`src/sv/vector3_arithmetic_unit_macros.svh`:
```
// assertion helpers shared by the vector unit
`ifndef VECTOR3_ARITHMETIC_UNIT_MACROS_SVH
`define VECTOR3_ARITHMETIC_UNIT_MACROS_SVH

// condition holds in the same cycle as the trigger
`define V3AU_ASSERT_NOW(lbl, ante, cons, msg) \
	lbl: assert property (@(posedge clk) disable iff (!arst_n) (ante) |-> (cons)) \
		else $error(msg);

// condition holds in the cycle after the trigger
`define V3AU_ASSERT_NEXT(lbl, ante, cons, msg) \
	lbl: assert property (@(posedge clk) disable iff (!arst_n) (ante) |=> (cons)) \
		else $error(msg);

`endif

```
`src/sv/v3au_pkg.sv`:
```
package v3au_pkg;

	localparam int FRAC_BITS   = 16;
	localparam int WORD_BITS   = 32;
	localparam int QUO_BITS    = WORD_BITS + FRAC_BITS;
	localparam int ROOT_BITS   = WORD_BITS;
	localparam int RAD_BITS    = 2 * ROOT_BITS;
	localparam int PROD_BITS   = 2 * WORD_BITS;
	localparam int SAT_W       = PROD_BITS + 3;
	localparam int QUEUE_DEPTH = 4;
	localparam int QPTR_BITS   = $clog2(QUEUE_DEPTH);

	localparam logic [WORD_BITS-1:0] WMAX_W = {1'b0, {(WORD_BITS-1){1'b1}}};
	localparam logic [WORD_BITS-1:0] WMIN_W = {1'b1, {(WORD_BITS-1){1'b0}}};

	// command codes on the input word
	localparam logic [3:0] CMD_ADD   = 4'd0;
	localparam logic [3:0] CMD_SUB   = 4'd1;
	localparam logic [3:0] CMD_NEG   = 4'd2;
	localparam logic [3:0] CMD_SCALE = 4'd3;
	localparam logic [3:0] CMD_DIV   = 4'd4;
	localparam logic [3:0] CMD_DOT   = 4'd5;
	localparam logic [3:0] CMD_CROSS = 4'd6;
	localparam logic [3:0] CMD_MAG   = 4'd7;
	localparam logic [3:0] CMD_NORM  = 4'd8;

	typedef enum logic [3:0] {
		OP_ADD, OP_SUB, OP_NEG, OP_SCALE, OP_DIV,
		OP_DOT, OP_CROSS, OP_MAG, OP_NORM, OP_NONE
	} op_t;

	typedef struct packed {
		logic [3:0]                  cmd;
		logic signed [WORD_BITS-1:0] a_x;
		logic signed [WORD_BITS-1:0] a_y;
		logic signed [WORD_BITS-1:0] a_z;
		logic signed [WORD_BITS-1:0] b_x;
		logic signed [WORD_BITS-1:0] b_y;
		logic signed [WORD_BITS-1:0] b_z;
		logic signed [WORD_BITS-1:0] scalar_in;
	} in_word_t;

	typedef struct packed {
		logic signed [WORD_BITS-1:0] r_x;
		logic signed [WORD_BITS-1:0] r_y;
		logic signed [WORD_BITS-1:0] r_z;
		logic signed [WORD_BITS-1:0] scalar_out;
		logic                        overflow_flag;
		logic                        div_zero_flag;
	} out_word_t;

	// classified word handed from front to back
	typedef struct packed {
		op_t                        op;
		logic [2:0][WORD_BITS-1:0]  a;
		logic [2:0][WORD_BITS-1:0]  b;
		logic [WORD_BITS-1:0]       s;
		logic [2:0][WORD_BITS-1:0]  abs_a;
		logic [2:0]                 a_neg;
		logic [WORD_BITS-1:0]       abs_s;
		logic                       s_neg;
		logic                       s_zero;
	} cls_t;

	typedef struct packed {
		logic                 ovf;
		logic [WORD_BITS-1:0] val;
	} sat_t;

	function automatic sat_t sat_word(input logic signed [SAT_W-1:0] v);
		sat_t r;
		r.ovf = 1'b0;
		r.val = v[WORD_BITS-1:0];
		if (v[SAT_W-1] && !(&v[SAT_W-1:WORD_BITS-1])) begin
			r.ovf = 1'b1;
			r.val = WMIN_W;
		end else if (!v[SAT_W-1] && (|v[SAT_W-1:WORD_BITS-1])) begin
			r.ovf = 1'b1;
			r.val = WMAX_W;
		end
		return r;
	endfunction

endpackage

```
`src/sv/v3au_fifo.sv`:
```
module v3au_fifo (
	input  logic           clk,
	input  logic           arst_n,
	input  logic           push,
	input  v3au_pkg::cls_t wdata,
	input  logic           pop,
	output v3au_pkg::cls_t rdata,
	output logic           full,
	output logic           empty
);
	import v3au_pkg::*;

	cls_t                 mem_q [QUEUE_DEPTH];
	logic [QPTR_BITS-1:0] wr_q;
	logic [QPTR_BITS-1:0] rd_q;
	logic [QPTR_BITS:0]   cnt_q;

	assign full  = (cnt_q == (QPTR_BITS+1)'(QUEUE_DEPTH));
	assign empty = (cnt_q == '0);
	assign rdata = mem_q[rd_q];

	always_ff @(posedge clk) begin
		if (push) begin
			mem_q[wr_q] <= wdata;
		end
	end

	always_ff @(posedge clk or negedge arst_n) begin
		if (!arst_n) begin
			wr_q  <= '0;
			rd_q  <= '0;
			cnt_q <= '0;
		end else begin
			if (push) begin
				wr_q <= wr_q + 1'b1;
			end
			if (pop) begin
				rd_q <= rd_q + 1'b1;
			end
			if (push && !pop) begin
				cnt_q <= cnt_q + 1'b1;
			end else if (pop && !push) begin
				cnt_q <= cnt_q - 1'b1;
			end
		end
	end
endmodule

```
`config.mk`:
```
export PLATFORM = sky130hd
export DESIGN_NAME = v3au_fifo
export DESIGN_NICKNAME = d
export VERILOG_FILES = /design/src/sv/vector3_arithmetic_unit_macros.svh /design/src/sv/v3au_pkg.sv /design/src/sv/v3au_fifo.sv
export SDC_FILE = /design/constraint.sdc
export NUM_CORES = 1
export LEC_CHECK = 0
export BUFFER_PORTS_ARGS = -buffer_cell sky130_fd_sc_hd__buf_2
export CORE_UTILIZATION = 50
export DETAILED_ROUTE_END_ITERATION = 12
export PLACE_DENSITY = 0.81
export SYNTH_ARGS = -nofsm -noshare
export SYNTH_HDL_FRONTEND = slang
export SYNTH_SLANG_ARGS = --single-unit
```
`constraint.sdc`:
```
create_clock -name clk -period 11.8 [get_ports clk]
set_input_delay 0 -clock clk [delete_from_list [all_inputs] [get_ports clk]]
set_output_delay 0 -clock clk [all_outputs]
set_load 0.05 [all_outputs]
```
; Word-level counts from Yosys, hierarchy flattened
; Memories as Yosys holds them, arrays and structs flattened.
; Cells that the tools add are included.
[classes]
addsub = 4
n_reduce_logical = 6
n_mux = 4
eq_ne = 1
[ops]
columns = operator, count
row1 = $mux W3, 2
row2 = $add A2 B1 Y2 const B, 2
row3 = $add A3 B1 Y3 const B, 1
row4 = $eq A3 B3 Y1 const B, 1
row5 = $logic_not A3 Y1, 1
row6 = $sub A3 B1 Y3 const B, 1
row7 = $logic_and A1 B1 Y1, 2
row8 = $logic_not A1 Y1, 2
row9 = $mux W1, 2
row10 = $reduce_bool A2 Y1, 1
[totals]
word_cells = 19
mem_count = 1
ramBits = 1444
ff_bits = 7
output_inout_bits = 363
[mem_list]
columns = name, depth, word_bits, rd, rd_ports_with_merged_regs, write_ports, line
row1 = mem_q, 4, 361, 1, 0, 1, v3au_fifo.sv:13  ; cls_t mem_q [QUEUE_DEPTH];

; Logic depth before layout (Yosys ltp)
[depth]
ltp_word = 4
depth_mapped = 7

; Worst setup path after synthesis
; No wires, ideal clock.
[synth_path]
path_type = register -> register
from = reg wr_q[0]
to = mem mem_q[2][0] (netlist bit) (enable)
path_stages_with_launch = 4
setup_ps = 770
t_arrival_ps = 8768
setup_slack_ps = 2262
required_time_ps = 11030
path_buffers = 0
path_cell_list = dfrtp_1 > inv_1 > ha_1 > and2_1
[synth_lines]
columns = item, line
row1 = "start, declared", v3au_fifo.sv:14  ; logic [QPTR_BITS-1:0] wr_q;
row2 = "start signal, assigned", v3au_fifo.sv:35  ; wr_q <= wr_q + 1'b1;
row3 = "end, declared", v3au_fifo.sv:13
; No word-level cell before the write port.

==> Flow_metrics.wiki <==
{| class="wikitable"
! Metric !! Value
|-
| Post-synth net total || about 2300
|-
| Final Max Tran Viols || 0
|-
| Number of detailed-route iterations in the first pass || 5
|-
| Setup repair bufs after CTS || 0
|-
| Congestion Overflow GR || 0
|-
| Max Fanout on Critical Path || 104
|-
| Leakage component of the power || 23.51 nW
|-
| Number of gates given a new drive strength after cts || 0
|-
| Final-report setup violation count || 0
|-
| Crit share post-route || 40.41%
|-
| Fraction of final layout cells with drive strength greater than 1 || 37.66%
|-
| Via count of the first global-routing pass || a little over 30000
|-
| Maximum clock insertion buffer count || 3
|-
| Count of input and output buffers || 727
|-
| Area of the die || about 110000 µm²
|-
| Kind of start point of the critical path || register
|-
| Maximum operating frequency || 209.7 MHz
|-
| Number of levels in the clock H-tree || 4
|-
| Final nets || 3732
|-
| Maximum ir drop on the vdd rail || 0.2802 mV
|-
| Setup clock skew after layout || 0.02053 ns
|-
| Result of the run || complete, no violations
|-
| Total Wirelength || ~140000 µm
|-
| Number of antenna violations at the first check in global routing || 8
|-
| Post-synthesis register bit count || 1451
|-
| Hold Violations, Final || 0
|-
| Critical Path End Type || primary output
|-
| Launch instance of the worst min-delay path || wdata[38]
|-
| Die Span Y || 325.6 µm
|-
| Initial Util || 50.51%
|-
| Clock root cell || sky130_fd_sc_hd__clkbuf_16
|-
| Most frequent cells in the layout || sky130_fd_sc_hd__edfxtp_1, sky130_fd_sc_hd__buf_2, sky130_fd_sc_hd__dlygate4sd3_1
|-
| Total Neg Setup Slack || 0 ns
|-
| Cell area after technology mapping || 52350 µm²
|-
| Post-DR wirelength/cell || 28.49 µm
|-
| Largest net degree at the start of global routing || 156
|-
| Global-route wire length before repair || 201000 µm
|-
| MaxCap Viol Count || 0
|-
| Total number of vias || 27890
|-
| R2r startpoint || wr_q[0]
|-
| Count of boundary I/O pins || 728
|-
| Type of the tightest min-delay check || input port to register
|-
| Clock-pin slew on the worst setup and hold paths || 0.07 ns
|-
| Per-cell via count in the routed design || 5.740
|-
| Total global-route track usage || 26.07%
|-
| Core Footprint || 103600 µm²
|-
| Num Clock Sinks || 1451
|-
| Library cells used by synthesis || 20
|-
| Clock Latency Late Sink || 0.76 ns
|-
| Layout area overhead || 30.38%
|-
| Slew of the pin with the lowest slew margin || 1.334 ns
|-
| # rows || 118
|-
| Max-slew headroom at the worst pin || roughly 11%
|-
| TritonCTS clock tree || done
|-
| Number of synthesis warnings || 0
|-
| Initial DRC count || 2795
|-
| Remaining design rule violation count || 0
|-
| Sequential area share after synthesis || 83.17%
|-
| Commonest non-fill, non-tap cell in the layout || sky130_fd_sc_hd__edfxtp_1
|-
| Die boundary width || ~330 µm
|-
| Unrepaired setup endpoints after global routing || no
|-
| WP data arrival || 4.77 ns
|-
| Worst Path Required || 11.80 ns
|-
| Period minus WS final || 4.769 ns
|-
| Number of buffers created by CTS || 140
|-
| HPWL after detailed placement || 67260 µm
|-
| Remaining antenna violation count after routing || 0
|-
| CP Class || register to primary output
|-
| Worst hold-check slack || around 0.042 ns
|-
| Syn Inst Count || 1920
|-
| Hold buffers post-CTS || ~630
|-
| Power per standard cell area || 275.0 nW/µm²
|-
| Placer congestion estimate || 0.8093
|-
| Crit. Startpoint || rd_q[0]
|-
| Average instance area after synthesis || 27.27 µm²
|}
==> sequential cells by signal (all words and copies together), names as in the netlist <==
signal,cells
mem_q,1444
cnt_q,3
wr_q,2
rd_q,2
==> Yosys cell counts <==
master | n | share of area (%)
sky130_fd_sc_hd__buf_6 | 9 | 0.19
sky130_fd_sc_hd__fa_1 | 1 | 0.038
sky130_fd_sc_hd__edfxtp_1 | 1444 | 83
sky130_fd_sc_hd__nor3_1 | 1 | 0.0096
sky130_fd_sc_hd__nand2_1 | 2 | 0.014
sky130_fd_sc_hd__buf_2 | 40 | 0.38
sky130_fd_sc_hd__xor2_1 | 4 | 0.067
sky130_fd_sc_hd__xnor2_1 | 2 | 0.033
sky130_fd_sc_hd__mux2_2 | 1 | 0.022
sky130_fd_sc_hd__buf_1 | 9 | 0.065
sky130_fd_sc_hd__inv_1 | 4 | 0.029
sky130_fd_sc_hd__nor2_1 | 1 | 0.0072
sky130_fd_sc_hd__buf_4 | 12 | 0.17
sky130_fd_sc_hd__mux4_2 | 361 | 16
sky130_fd_sc_hd__ha_1 | 5 | 0.12
sky130_fd_sc_hd__and2_1 | 4 | 0.048
sky130_fd_sc_hd__nor3b_1 | 1 | 0.014
sky130_fd_sc_hd__o21ai_0 | 1 | 0.0096
sky130_fd_sc_hd__clkbuf_1 | 11 | 0.079
sky130_fd_sc_hd__dfrtp_1 | 7 | 0.33
==> worst max-delay path, cell delays in order (launching register included) <==
cell and delay, ns:
sky130_fd_sc_hd__dfrtp_4 0.73, sky130_fd_sc_hd__buf_4 0.67, sky130_fd_sc_hd__buf_12 0.73, sky130_fd_sc_hd__buf_4 0.82, sky130_fd_sc_hd__mux4_2 0.66, sky130_fd_sc_hd__buf_2 0.24
==> path summary, 6_finish.rpt <==
kind	to	slack, ns	cells after the start
max	rdata[117]	7.03	5
min reg2reg	cnt_q[2]	0.52	1
min in group asynchronous	rd_q[0]	0.27	3
max reg2reg	mem_q[2][112]	7.58	6
max in group asynchronous	rd_q[1]	11.23	3
min	mem_q[3][38]	0.04	2
==> power breakdown <==
part / total, mW / internal [mW] / switching (mW)
logic: 7.30 / 2.09 / 5.21
registers: 7.13 / 6.76 / 0.373
clock network: 4.34 / 2.39 / 1.96
total: 18.8 / 11.2 / 7.54
==> stage by stage <==
step	instances	cell area, µm²	total power, mW	util [%]	setup slack (ns)
after floorplan	1920	52350	12.83	-	2.262
after global placement	3967	57540	13.96	55.51	7.744
after detailed placement	3967	57540	14.11	55.51	7.631
after CTS	4844	68210	18.64	65.81	6.891
after global routing	4853	68240	19.24	65.84	6.596
final	4858	68250	18.77	65.85	7.031
==> layer usage <==
metal | wire length [µm] | global-route usage, % | part of all wire (%)
met1 | 44710 | 29.28 | 32
met2 | 75930 | 47.87 | 55
met3 | 11690 | 5.572 | 8.4
met4 | 6075 | 10.90 | 4.4
met5 | 0 | 0 | 0
==> cell type report <==
| cell class | count | area (µm²) |
|---|---|---|
| Sequential cell | 1451 | 43540 |
| Fill cell | 6157 | 35390 |
| Timing Repair Buffer | 1380 | 10230 |
| Multi-Input combinational cell | 384 | 8341 |
| Clock buffer | 166 | 3707 |
| Tap cell | 1380 | 1727 |
| Clock inverter | 80 | 651.9 |
| Antenna cell | 13 | 32.53 |
| Inverter | 4 | 15.01 |
==> cells by family after synthesis <==
kind of cell / share of synthesized area, %
flops: 83.17
mux: 15.55
buf+inv: 0.9202
simple gates: 0.09320
xor+xnor: 0.1004
fa+ha+maj: 0.1577
compound gates: 0.009551
Note: power is estimated with default switching activity, not from simulation.
